`config.mk`:
```
export PLATFORM = sky130hd
export DESIGN_NAME = two_channel_block_average_decimator
export DESIGN_NICKNAME = d
export VERILOG_FILES = /design/src/design/tcbad_pkg.sv /design/src/design/tcbad_div.sv /design/src/design/two_channel_block_average_decimator.sv
export SDC_FILE = /design/constraint.sdc
export NUM_CORES = 1
export LEC_CHECK = 0
export BUFFER_PORTS_ARGS = -buffer_cell sky130_fd_sc_hd__buf_2
export CAP_MARGIN = 20
export CELL_PAD_IN_SITES_DETAIL_PLACEMENT = 1
export CELL_PAD_IN_SITES_GLOBAL_PLACEMENT = 2
export CORE_ASPECT_RATIO = 1.2
export CORE_MARGIN = 3
export CORE_UTILIZATION = 44
export CTS_BUF_LIST = sky130_fd_sc_hd__clkbuf_4 sky130_fd_sc_hd__clkbuf_8 sky130_fd_sc_hd__clkbuf_16
export DETAILED_ROUTE_END_ITERATION = 6
export PLACE_DENSITY = 0.83
export SYNTH_ARGS = -nofsm -noshare
export SYNTH_HDL_FRONTEND = slang
export SYNTH_HIERARCHICAL = 1
export SYNTH_SLANG_ARGS = --single-unit
export TNS_END_PERCENT = 5
```
`constraint.sdc`:
```
create_clock -name clock -period 14 [get_ports clock]
set_clock_uncertainty 0.15 [all_clocks]
set_input_delay 0 -clock clock [delete_from_list [all_inputs] [get_ports clock]]
set_output_delay 0 -clock clock [all_outputs]
set_load 0.01 [all_outputs]
```
`src/design/tcbad_pkg.sv`:
```
// Package for the two-channel block average decimator.
// Holds field widths, register indexes, reset values and the divider status type.
// No dependencies.
package tcbad_pkg;

   localparam int SAMPLE_W = 32;
   localparam int DEC_W    = 15;
   localparam int BLK_W    = 16;
   localparam int IDX_W    = 1;
   localparam int STEP_W   = $clog2(SAMPLE_W);

   localparam logic [IDX_W-1:0]  REG_DECIMATION   = 1'b0;
   localparam logic [IDX_W-1:0]  REG_RAW_MODE     = 1'b1;
   localparam logic [DEC_W-1:0]  DECIMATION_RESET = 15'd800;
   localparam logic [STEP_W-1:0] LAST_STEP        = STEP_W'(SAMPLE_W - 1);

   typedef struct packed {
      logic busy;
      logic done;
   } div_status_type;

endpackage

```
`src/design/tcbad_div.sv`:
```
// Radix-2 restoring divider shared by both channels, one quotient bit per cycle.
// Divides a 32-bit unsigned dividend by a nonzero 15-bit divisor.
// Depends on tcbad_pkg.
module tcbad_div
   import tcbad_pkg::*;
(
   input  logic                clock,
   input  logic                reset,
   input  logic                start,
   input  logic [SAMPLE_W-1:0] dividend,
   input  logic [DEC_W-1:0]    divisor,
   output logic [SAMPLE_W-1:0] quotient,
   output div_status_type      status
);

   logic [SAMPLE_W-1:0] dvd_ff, dvd_in;
   logic [DEC_W-1:0]    rem_ff, rem_in;
   logic [DEC_W-1:0]    dvs_ff, dvs_in;
   logic [STEP_W-1:0]   cnt_ff, cnt_in;
   logic                busy_ff, busy_in;
   logic                done_ff, done_in;
   logic [DEC_W:0]      trial;
   logic [DEC_W+1:0]    diff;

   always_comb begin
      trial   = {rem_ff, dvd_ff[SAMPLE_W-1]};
      diff    = {1'b0, trial} - {2'b00, dvs_ff};
      dvd_in  = dvd_ff;
      rem_in  = rem_ff;
      dvs_in  = dvs_ff;
      cnt_in  = cnt_ff;
      busy_in = busy_ff;
      done_in = 1'b0;
      if (busy_ff) begin
         if (!diff[DEC_W+1]) begin
            rem_in = diff[DEC_W-1:0];
         end else begin
            rem_in = trial[DEC_W-1:0];
         end
         dvd_in = {dvd_ff[SAMPLE_W-2:0], ~diff[DEC_W+1]};
         cnt_in = cnt_ff + 1'b1;
         if (cnt_ff == LAST_STEP) begin
            busy_in = 1'b0;
            done_in = 1'b1;
         end
      end else if (start) begin
         dvd_in  = dividend;
         rem_in  = '0;
         dvs_in  = divisor;
         cnt_in  = '0;
         busy_in = 1'b1;
      end
   end

   always_ff @(posedge clock) begin
      dvd_ff <= dvd_in;
      rem_ff <= rem_in;
      dvs_ff <= dvs_in;
      cnt_ff <= cnt_in;
      if (reset) begin
         busy_ff <= 1'b0;
         done_ff <= 1'b0;
      end else begin
         busy_ff <= busy_in;
         done_ff <= done_in;
      end
   end

   assign quotient    = dvd_ff;
   assign status.busy = busy_ff;
   assign status.done = done_ff;

endmodule

```
`src/design/two_channel_block_average_decimator.sv`:
```
// Two-channel block average decimator.
// Sums two sample channels over blocks and emits averages or the last raw pair.
// Depends on tcbad_pkg and tcbad_div.
//
// Each req item carries one sample pair. Both channels are summed modulo 2^32
// over a block of decimation samples; zero decimation acts as one. The item
// that completes a block produces one rsp item holding the block number and
// either both sums divided by decimation or that item's raw sample pair.
// An item that does not end a block leaves req_tready high for the next item.
// An item that ends a block in average mode keeps the block busy while one
// restoring divider, producing one quotient bit per cycle, serves the two
// channels in turn; in raw mode such an item goes straight to the output state.
// req_tready is low while a block result is being formed.
// The result sits in an output register, so further items are taken while it
// waits. If the receiver stalls and another block ends, the block waits until
// the register frees. Configuration is to be written through the csr port only
// while the block is idle; the block itself does not enforce this. Reset restores
// decimation 800, average mode, cleared sums, sample count and block number.
module two_channel_block_average_decimator
   import tcbad_pkg::*;
(
   input  logic                    clock,
   input  logic                    reset,
   input  logic                    req_tvalid,
   output logic                    req_tready,
   input  logic [2*SAMPLE_W-1:0]   req_tdata,  // sample_a, sample_b
   output logic                    rsp_tvalid,
   input  logic                    rsp_tready,
   output logic [BLK_W+2*SAMPLE_W-1:0] rsp_tdata, // block_number, value_a, value_b
   input  logic                    csr_we,
   input  logic [IDX_W-1:0]        csr_index,
   input  logic [DEC_W-1:0]        csr_wdata
);

   localparam logic [1:0] ST_IDLE  = 2'd0;
   localparam logic [1:0] ST_DIV_A = 2'd1;
   localparam logic [1:0] ST_DIV_B = 2'd2;
   localparam logic [1:0] ST_OUT   = 2'd3;

   logic [1:0]          state_ff, state_in;
   logic [DEC_W-1:0]    dec_ff, dec_in;
   logic                raw_ff, raw_in;
   logic [SAMPLE_W-1:0] sum_a_ff, sum_a_in;
   logic [SAMPLE_W-1:0] sum_b_ff, sum_b_in;
   logic [DEC_W-1:0]    cnt_ff, cnt_in;
   logic [BLK_W-1:0]    blk_ff, blk_in;
   logic [SAMPLE_W-1:0] last_a_ff, last_a_in;
   logic [SAMPLE_W-1:0] last_b_ff, last_b_in;
   logic [SAMPLE_W-1:0] quot_a_ff, quot_a_in;
   logic [SAMPLE_W-1:0] quot_b_ff, quot_b_in;
   logic                start_ff, start_in;
   logic                rsp_valid_ff, rsp_valid_in;
   logic [BLK_W+2*SAMPLE_W-1:0] rsp_data_ff, rsp_data_in;

   logic [DEC_W-1:0]    divisor;
   logic [DEC_W:0]      count;
   logic                block_end;
   logic                accept;
   logic [SAMPLE_W-1:0] div_quotient;
   div_status_type      div_status;

   assign divisor    = (dec_ff == '0) ? DEC_W'(1) : dec_ff;
   assign count      = {1'b0, cnt_ff} + 1'b1;
   assign block_end  = (count >= {1'b0, divisor});
   assign req_tready = (state_ff == ST_IDLE);
   assign accept     = req_tvalid && req_tready;

   tcbad_div u_div (
      .clock    (clock),
      .reset    (reset),
      .start    (start_ff),
      .dividend ((state_ff == ST_DIV_B) ? sum_b_ff : sum_a_ff),
      .divisor  (divisor),
      .quotient (div_quotient),
      .status   (div_status)
   );

   always_comb begin
      state_in     = state_ff;
      dec_in       = dec_ff;
      raw_in       = raw_ff;
      sum_a_in     = sum_a_ff;
      sum_b_in     = sum_b_ff;
      cnt_in       = cnt_ff;
      blk_in       = blk_ff;
      last_a_in    = last_a_ff;
      last_b_in    = last_b_ff;
      quot_a_in    = quot_a_ff;
      quot_b_in    = quot_b_ff;
      start_in     = 1'b0;
      rsp_valid_in = rsp_valid_ff && !rsp_tready;
      rsp_data_in  = rsp_data_ff;

      if (csr_we) begin
         unique case (csr_index)
            REG_DECIMATION: dec_in = csr_wdata;
            REG_RAW_MODE:   raw_in = csr_wdata[0];
            default: ;
         endcase
      end

      unique case (state_ff)
         ST_IDLE: begin
            if (accept) begin
               sum_a_in  = sum_a_ff + req_tdata[SAMPLE_W-1:0];
               sum_b_in  = sum_b_ff + req_tdata[2*SAMPLE_W-1:SAMPLE_W];
               last_a_in = req_tdata[SAMPLE_W-1:0];
               last_b_in = req_tdata[2*SAMPLE_W-1:SAMPLE_W];
               if (block_end) begin
                  cnt_in = '0;
                  if (raw_ff) begin
                     state_in = ST_OUT;
                  end else begin
                     state_in = ST_DIV_A;
                     start_in = 1'b1;
                  end
               end else begin
                  cnt_in = count[DEC_W-1:0];
               end
            end
         end
         ST_DIV_A: begin
            if (div_status.done) begin
               quot_a_in = div_quotient;
               start_in  = 1'b1;
               state_in  = ST_DIV_B;
            end
         end
         ST_DIV_B: begin
            if (div_status.done) begin
               quot_b_in = div_quotient;
               state_in  = ST_OUT;
            end
         end
         ST_OUT: begin
            if (!rsp_valid_ff || rsp_tready) begin
               rsp_valid_in = 1'b1;
               if (raw_ff) begin
                  rsp_data_in = {last_b_ff, last_a_ff, blk_ff};
               end else begin
                  rsp_data_in = {quot_b_ff, quot_a_ff, blk_ff};
               end
               sum_a_in = '0;
               sum_b_in = '0;
               blk_in   = blk_ff + 1'b1;
               state_in = ST_IDLE;
            end
         end
         default: state_in = ST_IDLE;
      endcase
   end

   always_ff @(posedge clock) begin
      last_a_ff   <= last_a_in;
      last_b_ff   <= last_b_in;
      quot_a_ff   <= quot_a_in;
      quot_b_ff   <= quot_b_in;
      rsp_data_ff <= rsp_data_in;
      if (reset) begin
         state_ff     <= ST_IDLE;
         dec_ff       <= DECIMATION_RESET;
         raw_ff       <= 1'b0;
         sum_a_ff     <= '0;
         sum_b_ff     <= '0;
         cnt_ff       <= '0;
         blk_ff       <= '0;
         start_ff     <= 1'b0;
         rsp_valid_ff <= 1'b0;
      end else begin
         state_ff     <= state_in;
         dec_ff       <= dec_in;
         raw_ff       <= raw_in;
         sum_a_ff     <= sum_a_in;
         sum_b_ff     <= sum_b_in;
         cnt_ff       <= cnt_in;
         blk_ff       <= blk_in;
         start_ff     <= start_in;
         rsp_valid_ff <= rsp_valid_in;
      end
   end

   assign rsp_tvalid = rsp_valid_ff;
   assign rsp_tdata  = rsp_data_ff;

   assert property (@(posedge clock) disable iff (reset)
      req_tready |-> !div_status.busy)
      else $error("Divider busy while items are accepted.");

   assert property (@(posedge clock) disable iff (reset)
      div_status.done |-> (state_ff == ST_DIV_A || state_ff == ST_DIV_B))
      else $error("Quotient finished outside a divide state.");

   assert property (@(posedge clock) disable iff (reset)
      $rose(rsp_valid_ff) |-> $past(state_ff) == ST_OUT)
      else $error("Result raised without passing through the output state.");

   assert property (@(posedge clock) disable iff (reset)
      start_ff |-> !div_status.busy)
      else $error("Divider started while still busy.");

endmodule
```
======== Word-level counts from Yosys, hierarchy flattened ========
Cells that the tools add are included.
operators by class
  add/sub/neg operators ................... 6
  magnitude comparators ................... 1
  equal/unequal tests ..................... 9
  muxes and demuxes ....................... 34
  bitwise gates (word level) .............. 3
  reduce and logical (&&, ||, !) cells .... 19
operators with widths
  operator                                        count
  2-to-1 mux 32 bit                               6
  one-hot mux 32 bit (2 select lines)             2
  2-to-1 mux 80 bit                               1
  2-to-1 mux 15 bit                               5
  adder 32 bit                                    2
  subtractor 16 x 15 -> 17 bit                    1
  adder 15 x 1 -> 16 bit (second input constant)  1
  adder 16 x 1 -> 16 bit (second input constant)  1
  greater-or-equal comparator 16 x 15 -> 1 bit    1
  logical NOT 15 bit                              1
  AND reduction 2 bit                             7
  2-to-1 mux 2 bit                                6
  2-to-1 mux 1 bit                                10
  2-to-1 mux 5 bit                                2
  != test 2 x 1 -> 1 bit (second input constant)  4
  one-hot mux 2 bit (4 select lines)              1
  adder 5 x 1 -> 5 bit (second input constant)    1
  == test 5 bit (second input constant)           1
  AND reduction 5 bit                             1
  == test 2 bit (second input constant)           2
  nonzero test 2 bit                              2
  inverter 1 bit                                  3
  AND reduction 3 bit                             1
  == test 2 x 1 -> 1 bit (second input constant)  1
  other kinds (7)                                 9
storage, ports and cells
  bits in registers ....................... 392
  bits of input ports ..................... 85
  logic and storage cells ................. 92

======== Logic depth before layout (Yosys ltp) ========
Gate-level depths: netlist (run 1).
  depth in word-level cells ............... 6
  mapped depth ............................ 16
  gate-level depth less buffers ........... 15

======== By module ========
The synthesis (run 1) kept the hierarchy.
by module, submodules not included
  module                               times used  cells an instance  area each (um^2)  sequential area each (um^2)
  two_channel_block_average_decimator  1           1299               15139.5           8548.2
  tcbad_div                            1           290                3583.4            2052.0

======== Worst setup path before layout (run 1) ========
No wires, ideal clock.
  path type ............................... register -> register
  from .................................... register state_ff[0]
  to ...................................... register blk_ff[14]
  library setup time ...................... 0.070 ns
  arrival time ............................ 4.278 ns
  data required time ...................... 13.780 ns
  slack ................................... 9.502 ns
  stages on the path, launching flop included .. 9
  path buffers ............................ 2
  clock period less this slack ............ 4.498 ns
  cells stage by stage .................... dfxtp_1 > ha_1 > nor2b_1 > clkbuf_1 > nand3_1 > or2_2 > clkbuf_1 > or3_1 > a21oi_1
on the way
  longest elaborated chain between the ends .. 2
ends and longest elaborated chain
  element                        line                                        text
  start, declared                two_channel_block_average_decimator.sv:40   logic [1:0] state_ff, state_in;
  start signal, assigned         two_channel_block_average_decimator.sv:170  state_ff <= state_in;
  == test 2 bit                  two_channel_block_average_decimator.sv:102  unique case (state_ff)
  AND reduction 2 bit (no line)  -
  end signal, assigned           two_channel_block_average_decimator.sv:176  blk_ff <= blk_in;
  end, declared                  two_channel_block_average_decimator.sv:46   logic [BLK_W-1:0] blk_ff, blk_in;
No other way between the ends.
A chain may end at the register's enable or synchronous reset.

==> reports/metrics.yaml, run 1 <==
critical_path:
  path_buf_inv: 0
  cp.required_ns: 14.34
  timing.critical_path.from_type: "flop"
  worstPathArrival_ns: 4.48
  crit_end_category: "flop"
  cpLargestDelayFamily: "simple AND/OR/NAND/NOR gates"
  crit_slowest_cell: "sky130_fd_sc_hd__nor2_1"
  worstPathCellList: "nand3_1 > nor3_2 > nand4_1 > nor2_1 > xor2_1 > ha_1 > a21o_1 > a221oi_1 > o221a_2 > o21ai_2 > nor2_1 > nand3b_1 > a21oi_1"
  critPathMostFrequentCell: "sky130_fd_sc_hd__nor2_1"
  worst_path_largest_cell_delay_ns: 0.84
  worst-path-max-fanout: 15
  worst-setup-path-type: "flop to flop"
global_routing:
  global_route_total_usage_across_every_layer_pct: 22.1
  globalRoute.totalOverflow: 0
  vias_in_the_first_global_route: 14400
  pin_count_of_the_biggest_net_entering_global_routing: 66
  grt_pass1_wl_um: 79300
  grt_antenna_before_repair: 0
floorplanning:
  top_level_ports: 167
  die_area_mm2: 0.0451
  rows: 82
  core_area_mm2: 0.0419
  dieWidth_um: 194
  die_h_um: 232
  floorplan.initialDensity_pct: 44.7
yosys:
  post_synth_instance_area_mm2: 0.0187
  mappedNetlistNets: 1776
  synth_area_per_cell_um2: 11.8
  synthCells: 1588
  number_of_synthesis_warnings: 6
finish:
  num-nets-final: 2040
  flow.area_growth_from_synthesis_pct: 21.0
  finalNonFillerCells: 2431
  final_layout_size_suffix_gt1_share_pct: 22.2
  final.fill_count: 4384
  post-route-util_pct: 54.1
  antenna-diode-count: 0
route:
  antenna_left: 0
  avgRoutedWirePerCell_um: 20.6
  num_vias: 13300
  drc: 0
  drt_first_pass_iters: 5
  initialDrtViolationCount: 589
  drt-vias-per-instance: 5.48
  final_wirelength_um: 50100
sta:
  final.min_clock_period_ns: 4.14
  report.final.hold_viol_count: 0
  unrepaired_setup_endpoints_after_global_routing: "no"
  setup-tns-final_ns: 0
  finalSetupViolations: 0
  final-max-slew-violation-count: 0
  fin_crit_sh_pct: 29.5
  worstMarginPinSlew_ns: 1.10
  timing.max_slew.rel_slack_pct: 26.6
  clock.fmax_mhz: 242
clock_tree:
  clock_path_buffers: 3
  htree_levels: 2
  clkLatencyLatePin_ns: 0.56
  path_clk_slew_ns: 0.06
  cts_inserted_buffers: 41
  cts_tree: "built"
  postCtsSetupRepairBufs: 0
  clk_root_buffer_cell: "sky130_fd_sc_hd__clkbuf_16"
  clkSinkCount: 392
flow_run:
  maxCapViolations: 0
pwr:
  power-per-cell-area_mw_per_mm2: 137
  post-layout-total-power_mw: 3.10
  ir_drop_uv: 96.6
  leakagePower_nw: 8.89
placed_design:
  globalplace.congestion: 0.860
  placed_cells: 2240
  placement.io_buffers: 166
  place_hpwl_um: 33300
outcome:
  result_of_the_run: "finished, final reports clean"
min_path:
  holdCritPathClass: "input pin to flop"
## per-layer routing
layer	up-vias	share of wire [%]	track usage [%]
met2	267	51	39.9
met1	6597	43	27.6
met5	-	0	0
met3	72	3.8	3.48
li1	6378	-	-
met4	0	2.2	5.77
## sequential cells by signal, indices dropped and copies added, names as in the netlist, 16 cells and up
register        count
quot_b_ff          32
sum_a_ff           32
last_b_ff          32
sum_b_ff           32
rsp_tdata          80
blk_ff             16
u_div/quotient     32
last_a_ff          32
quot_a_ff          32
## placed cells by master (no fill, tap or decap), types with 16 or more instances in the layout
master / count
sky130_fd_sc_hd__mux2_2: 126
sky130_fd_sc_hd__xor2_1: 43
sky130_fd_sc_hd__a22oi_1: 16
sky130_fd_sc_hd__dfxtp_1: 115
sky130_fd_sc_hd__nand4_1: 19
sky130_fd_sc_hd__nand3_1: 26
sky130_fd_sc_hd__nor3_1: 17
sky130_fd_sc_hd__nor2_1: 97
sky130_fd_sc_hd__dlygate4sd3_1: 111
sky130_fd_sc_hd__xnor2_1: 43
sky130_fd_sc_hd__inv_1: 52
sky130_fd_sc_hd__clkbuf_16: 43
sky130_fd_sc_hd__nand2_1: 154
sky130_fd_sc_hd__a21o_1: 35
sky130_fd_sc_hd__o21ai_0: 88
sky130_fd_sc_hd__buf_2: 166
sky130_fd_sc_hd__a21oi_1: 116
sky130_fd_sc_hd__ha_1: 100
sky130_fd_sc_hd__edfxtp_1: 275
## power by group
group          internal, mW  leakage [nW]  switching [mW]
Clock                 0.681         0.713           0.456
Sequential             1.31          3.52          0.0474
Combinational         0.265          4.65           0.337
Total                  2.26          8.89           0.840
## final timing paths
check | startpoint | cells past startpoint | slack, ns | endpoint
worst max-delay path | cnt_ff[2] | 13 | 9.86 | cnt_ff[13]
worst min-delay path | req_tdata[46] | 2 | 0.03 | last_b_ff[14]
worst min register to register | blk_ff[15] | 0 | 0.32 | rsp_tdata[15]
worst max register to register | cnt_ff[2] | 13 | 9.86 | cnt_ff[13]
## layout make-up
cell class / count / area [um^2] / area share [%]
Inverter: 54 / 203 / 0.895
Sequential cell: 392 / 10600 / 46.8
Multi-Input combinational cell: 1070 / 7640 / 33.8
Tap cell: 546 / 683 / 3.02
Timing Repair Buffer: 293 / 2090 / 9.25
Clock inverter: 18 / 198 / 0.873
Clock buffer: 58 / 1210 / 5.36
## what timing repair did
item,CTS,global route
hold endpoints to repair,147,0
hold buffers,111,0
resized for setup,0,0
## metrics by stage
stage	hold slack [ns]	cell area, um^2	setup WS [ns]
after floorplan	-0.0780	18700	9.50
after CTS	0.000240	22600	9.93
after detailed placement	0.0562	20100	9.96
after global placement	0.0599	20100	10.14
after global routing	0.0142	22600	9.56
final	0.0339	22600	9.86
Note: power is estimated with default switching activity, not from simulation.
==> run 2: changes to the inputs <==
ABC_AREA = 1   (was default)
CORE_UTILIZATION = 36   (was 44)
PLACE_DENSITY = 0.77   (was 0.83)
clock period = 3.9 ns   (was 14 ns; I/O delays follow)
==> run 2 against run 1 <==
Against the previous run:
- critical path depth up 5
- synthesized area up 13%
- non-clock buffer count down 18
- die area up 37%
- synthesized cell count up 68%
- worst setup slack worse by 9.1 ns
- combinational power rose to 3.5 times the previous value
- utilization down 10 points
- via count up 36%
- clock power rose to 3.9 times the previous value
- critical path type unchanged
- highest routed layer unchanged
==> reports/metrics.yaml, run 2 <==
yosys:
  mappedNetlistNets: 2862  # +61%
  number_of_synthesis_warnings: 6  # unchanged
  synthCells: 2674  # +68%
  synth_area_per_cell_um2: 7.90  # -33%
  post_synth_instance_area_mm2: 0.0211  # +13%
clock_tree:
  cts_inserted_buffers: 44  # +7.3%
  clk_root_buffer_cell: "sky130_fd_sc_hd__clkbuf_16"
  postCtsResizedCells: 0  # unchanged
  clock_path_buffers: 3  # unchanged
  clkLatencyLatePin_ns: 0.58  # +0.02 ns
  clkSinkCount: 392  # unchanged
  htree_levels: 2  # unchanged
  cts_tree: "built"
  path_clk_slew_ns: 0.06  # about the same
critical_path:
  crit_end_category: "flop"
  cp.required_ns: 4.26  # -10.08 ns
  timing.critical_path.from_type: "flop"
  worst-setup-path-type: "flop to flop"
  worstPathArrival_ns: 3.54  # -0.94 ns
  worst-path-max-fanout: 15  # unchanged
placed_design:
  placement.io_buffers: 166  # unchanged
  placed_cells: 3515  # +57%
  place_hpwl_um: 56400  # +70%
  globalplace.congestion: 0.863  # +0.28%
route:
  drt-vias-per-instance: 4.91  # -10%
  final_wirelength_um: 73300  # +46%
  avgRoutedWirePerCell_um: 19.9  # -3.5%
  initialDrtViolationCount: 811  # +38%
  num_vias: 18100  # +36%
  drt_first_pass_iters: 5  # unchanged
  drc: 0  # unchanged
  antenna_left: 0  # unchanged
finish:
  mostFrequentLayoutCells: "sky130_fd_sc_hd__nand2_1 (1081), sky130_fd_sc_hd__inv_1 (368), sky130_fd_sc_hd__edfxtp_1 (275)"
  finalNonFillerCells: 3689  # +52%
  flow.area_growth_from_synthesis_pct: 19.4
  layout.cells.most_common: "sky130_fd_sc_hd__nand2_1"
  antenna-diode-count: 0  # unchanged
  flip_flop_count_of_the_largest_register_all_copies_and_words_added: 80  # unchanged
  num-nets-final: 3106  # +52%
  final_layout_size_suffix_gt1_share_pct: 10.7  # -12 points
floorplanning:
  top_level_ports: 167  # unchanged
  core_area_mm2: 0.0577  # +38%
  rows: 96  # +17%
  floorplan.initialDensity_pct: 36.7  # -8.1 points
  dieWidth_um: 227  # +17%
  die_h_um: 271  # +17%
  die_area_mm2: 0.0617  # +37%
outcome:
  result_of_the_run: "finished, final reports clean"
global_routing:
  globalRoute.totalOverflow: 0  # unchanged
  grt_antenna_before_repair: 2  # +2
  pin_count_of_the_biggest_net_entering_global_routing: 71  # +7.6%
  vias_in_the_first_global_route: 19000  # +32%
  grt_pass1_wl_um: 111000  # +40%
  global_route_total_usage_across_every_layer_pct: 23.6  # +1.6 points
flow_run:
  maxCapViolations: 0  # unchanged
sta:
  final-max-slew-violation-count: 0  # unchanged
  final.min_clock_period_ns: 3.18  # -0.954 ns
  unrepaired_setup_endpoints_after_global_routing: "no"
  report.final.hold_viol_count: 0  # unchanged
  worstMarginPinSlew_ns: 1.01  # -0.0878 ns
  clock.fmax_mhz: 314  # +30%
  timing.max_slew.rel_slack_pct: 32.7  # +6.1 points
  fin_crit_sh_pct: 81.6  # +52 points
  setup-tns-final_ns: 0  # unchanged
  finalSetupViolations: 0  # unchanged
pwr:
  leakagePower_nw: 11.8  # +33%
  power.share.sequential_pct: 42.0  # -1.9 points
  switching_share_pct: 29.5  # +2.4 points
  netSwitchingPower_mw: 3.36  # +300%
  power-per-cell-area_mw_per_mm2: 452  # +230%
  clockPowerShare_pct: 39.4  # +2.7 points
  share_comb_of_total_power_pct: 18.6  # -0.8 points
  ir_drop_uv: 281  # +190%
  cell_internal_pwr_mw: 8.04  # +260%
min_path:
  holdCritPathClass: "input pin to flop"
## run 2: cell types whose count changed in the layout (fill, tap and decap cells not counted), moves of 45 or more
cell,delta
sky130_fd_sc_hd__nand2_1,+927
sky130_fd_sc_hd__inv_1,+316
sky130_fd_sc_hd__mux2_2,-126
sky130_fd_sc_hd__nand3_1,+102
sky130_fd_sc_hd__nor2_1,+47
sky130_fd_sc_hd__o21ai_0,-45
## run 2: critical path: stages, from the launching register on
cell	delay [ns]
sky130_fd_sc_hd__dfxtp_1	0.40
sky130_fd_sc_hd__ha_1	0.21
sky130_fd_sc_hd__nand3_1	0.14
sky130_fd_sc_hd__nor2_2	0.19
sky130_fd_sc_hd__nand2_1	0.09
sky130_fd_sc_hd__nor2_2	0.17
sky130_fd_sc_hd__nand3_1	0.11
sky130_fd_sc_hd__xor2_1	0.14
sky130_fd_sc_hd__inv_1	0.07
sky130_fd_sc_hd__ha_1	0.27
sky130_fd_sc_hd__nand3_1	0.11
sky130_fd_sc_hd__inv_1	0.05
sky130_fd_sc_hd__nand2_1	0.06
sky130_fd_sc_hd__nand2_1	0.05
sky130_fd_sc_hd__nor2_1	0.16
sky130_fd_sc_hd__nand3_2	0.15
sky130_fd_sc_hd__nor2_4	0.33
sky130_fd_sc_hd__nand2_1	0.10
sky130_fd_sc_hd__a21oi_1	0.16
## run 2: worst paths after layout
path | start | end | slack (ns) | cells past startpoint
worst max-delay path | cnt_ff[0] | cnt_ff[1] | 0.72 | 18
worst min-delay path | req_tdata[39] | last_b_ff[7] | 0.04 | 2
worst max register to register | cnt_ff[0] | cnt_ff[1] | 0.72 | 18
worst min register to register | dec_ff[10] | u_div/dvs_ff[10] | 0.27 | 0
## run 2: final cells by class
type / count / area [um^2]
multi-input cells: 1832 / 8810
well taps: 735 / 920
clock inverters: 29 / 389
flip-flops and latches: 392 / 10600
fillers: 7076 / 32400
repair buffers: 275 / 1940
clock buffers: 53 / 1170
inverters: 373 / 1400
## run 2: metrics by stage
step	area, um^2	setup slack, ns	hold slack [ns]	utilization [%]	total power [mW]
4_1_cts	25200	0.658	0.000330	43.8	11.5
3_5_place_dp	22800	0.676	0.0568	39.5	6.93
5_1_grt	25200	0.319	0.0199	43.8	12.0
6_report	25200	0.718	0.0411	43.8	11.4
2_1_floorplan	21100	0.801	-0.0776	-	6.19
3_3_place_gp	22700	0.794	0.0616	39.4	6.87
## run 2: timing repair
item,in CTS,in global routing
buffers inserted,0,0
hold buffers,92,0
hold endpoints to repair,170,0
## run 2: power by group through the flow
stage	clock network [mW]	logic, mW	registers (mW)
after floorplan	0	1.37	4.81
after global placement	0	1.99	4.87
after detailed placement	0	2.05	4.88
after CTS	4.62	2.13	4.79
after global routing	4.76	2.39	4.81
final	4.49	2.12	4.79
## run 2: layer usage
metal | wire (um) | vias up | part of all wire, % | GRT usage (%)
met4 | 2310 | 0 | 3.2 | 7.42
met3 | 1950 | 96 | 2.7 | 2.50
met1 | 31200 | 8768 | 43 | 28.8
met2 | 37800 | 244 | 52 | 43.4
met5 | 0 | - | 0 | 0
li1 | - | 9006 | - | -
==> run 3: changes to the inputs <==
clock period = 3.1 ns   (was 3.9 ns; I/O delays follow)
==> run 3 against run 2 <==
Against the previous run:
- cell area is 1.3% higher
- sequential share of layout area is 0.53 points lower
- critical path depth is 1 higher
- count of clock-buffer cells in the layout is 6 higher
- highest routed layer unchanged
==> reports/metrics.yaml, run 3 (same netlist as run 2, synthesis figures left out) <==
placed_design:
  placement.io_buffers: 166  # unchanged
  post_place_worst_slack_ns: -0.0104  # -0.686 ns
  place_hpwl_um: 56600  # +0.41%
  detailed_place.area_mm2: 0.0229  # +0.43%
  placed_cells: 3527  # +0.34%
  globalplace.congestion: 0.849  # -1.6%
min_path:
  worstHoldEndpoint: "last_b_ff[11]"
  holdCritPathClass: "input pin to flop"
  hold_path.startpoint: "req_tdata[43]"
  worst_hold_path.num_cells: 2  # unchanged
floorplanning:
  core_area_mm2: 0.0577  # unchanged
  die_h_um: 271  # unchanged
  dieWidth_um: 227  # unchanged
  die_area_mm2: 0.0617  # unchanged
  floorplan.initialDensity_pct: 36.7  # unchanged
  rows: 96  # unchanged
  top_level_ports: 167  # unchanged
sta:
  finalSetupViolations: 0  # unchanged
  timing.max_slew.rel_slack_pct: 28.4  # -4.2 points
  final-max-slew-violation-count: 0  # unchanged
  report.final.hold_viol_count: 0  # unchanged
  final.min_clock_period_ns: 2.90  # -0.282 ns
  worstMarginPinSlew_ns: 1.07  # +0.0636 ns
  setup-tns-final_ns: 0  # unchanged
  fin_crit_sh_pct: 93.5  # +12 points
  final.setup.worst_slack_ns: 0.200  # -0.518 ns
  clock.fmax_mhz: 345  # +9.7%
finish:
  final_layout_size_suffix_gt1_share_pct: 11.7  # +1.0 points
  num-nets-final: 3130  # +0.77%
  finalNonFillerCells: 3715  # +0.70%
  final.fill_count: 7028  # -0.68%
  mostFrequentLayoutCells: "sky130_fd_sc_hd__nand2_1 (1080), sky130_fd_sc_hd__inv_1 (368), sky130_fd_sc_hd__edfxtp_1 (275)"
  final_design_area_no_fill_mm2: 0.0256  # +1.3%
  flow.area_growth_from_synthesis_pct: 20.9
  post-route-util_pct: 44.3  # +0.57 points
  flip_flop_count_of_the_largest_register_all_copies_and_words_added: 80  # unchanged
  layout.cells.most_common: "sky130_fd_sc_hd__nand2_1"
critical_path:
  worst-path-max-fanout: 7  # -8
  internal_reg_to_reg_setup_slack_ns: 0.20  # -0.52 ns
  worstPathArrival_ns: 3.18  # -0.36 ns
  timing.critical_path.from_type: "flop"
  r2r.worst_path.cells: 19  # +1
  worst-setup-path-type: "flop to flop"
  reg2reg_to: "cnt_ff[0]"
  cp.required_ns: 3.38  # -0.88 ns
  crit_end_category: "flop"
  r2r_start: "cnt_ff[1]"
global_routing:
  pin_count_of_the_biggest_net_entering_global_routing: 85  # +20%
  vias_in_the_first_global_route: 19500  # +3.1%
  grt_pass1_wl_um: 114000  # +2.7%
  grt_antenna_before_repair: 1  # -1
  globalRoute.totalOverflow: 0  # unchanged
  global_route_total_usage_across_every_layer_pct: 24.1  # +0.47 points
route:
  final_wirelength_um: 74500  # +1.7%
  drt_first_pass_iters: 5  # unchanged
  drc: 0  # unchanged
  num_vias: 18200  # +0.74%
  drt-vias-per-instance: 4.91  # about the same
  avgRoutedWirePerCell_um: 20.1  # +0.94%
  antenna_left: 0  # unchanged
  initialDrtViolationCount: 873  # +7.6%
clock_tree:
  cts_inserted_buffers: 45  # +2.3%
  path_clk_slew_ns: 0.06  # about the same
  clock_path_buffers: 3  # unchanged
  cts_tree: "built"
  clkSinkCount: 392  # unchanged
  clk_root_buffer_cell: "sky130_fd_sc_hd__clkbuf_16"
  clkLatencyLatePin_ns: 0.58  # about the same
  htree_levels: 2  # unchanged
pwr:
  leakagePower_nw: 12.0  # +1.2%
  power-per-cell-area_mw_per_mm2: 567  # +26%
  ir_drop_uv: 311  # +11%
flow_run:
  maxCapViolations: 0  # unchanged
outcome:
  result_of_the_run: "finished, final reports clean"
-- run 3: per-stage QoR --
stage               hold slack [ns]  total power, mW
detailed placement           0.0553             8.74
global placement             0.0514             8.67
floorplan                   -0.0776             7.78
global route                0.00754             15.2
finish                       0.0294             14.5
CTS                         0.00433             14.6
-- run 3: routing by layer --
metal | share of wire (%) | GRT usage (%)
met3 | 3.1 | 2.34
met4 | 2.2 | 5.47
met5 | 0 | 0
met1 | 43 | 29.7
met2 | 52 | 45.1
-- run 3: how the worst max path moves through the flow --
stage	start	to	slack, ns	cells past startpoint
2_1_floorplan	state_ff[0]	blk_ff[3]	0.001	7
3_3_place_gp	cnt_ff[1]	cnt_ff[0]	-0.001	19
3_5_place_dp	cnt_ff[1]	cnt_ff[0]	-0.01	19
4_1_cts	cnt_ff[1]	cnt_ff[0]	0.03	19
5_1_grt	cnt_ff[2]	cnt_ff[7]	-0.04	18
6_report	cnt_ff[1]	cnt_ff[0]	0.20	19
-- run 3: cell type report --
type                       instances  area, um^2  share of cell area (%)
antenna                            1        2.50                 0.00979
sequential                       392       10600                    41.5
clock buffer                      59        1300                    5.08
clock inverter                    25         310                    1.21
inverter                         373        1400                    5.49
multi-input combinational       1832        8880                    34.7
timing repair buffer             298        2150                    8.40
tap                              735         920                    3.60
-- run 3: where the power goes --
part | total (mW) | internal (mW) | switching [mW]
registers | 6.05 | 5.84 | 0.206
clock network | 5.75 | 3.42 | 2.34
logic | 2.70 | 0.905 | 1.80
-- run 3: worst max-delay path: stages (launching register included) --
cell and delay, ns:
sky130_fd_sc_hd__dfxtp_2 0.37, sky130_fd_sc_hd__ha_4 0.16, sky130_fd_sc_hd__nand3_4 0.09, sky130_fd_sc_hd__nor2_4 0.12
sky130_fd_sc_hd__nand2_1 0.10, sky130_fd_sc_hd__nor2_4 0.15, sky130_fd_sc_hd__nand3_2 0.08, sky130_fd_sc_hd__xor2_1 0.16
sky130_fd_sc_hd__inv_1 0.07, sky130_fd_sc_hd__ha_1 0.28, sky130_fd_sc_hd__nand3_2 0.11, sky130_fd_sc_hd__nor3_4 0.19
sky130_fd_sc_hd__inv_1 0.07, sky130_fd_sc_hd__nor2_2 0.12, sky130_fd_sc_hd__nand2_2 0.07, sky130_fd_sc_hd__nand3_2 0.10
sky130_fd_sc_hd__nor2_4 0.05, sky130_fd_sc_hd__buf_6 0.15, sky130_fd_sc_hd__o21ai_1 0.11, sky130_fd_sc_hd__nor2_1 0.05
-- run 3: timing repair --
action / 4_1_cts / 5_1_grt
endpoints found under the setup margin: 1 / 17
resized for setup: 1 / 16
buffers inserted: 0 / 2
endpoints found under the hold margin: 168 / 0
hold buffers: 101 / 0
pin swaps: 0 / 5
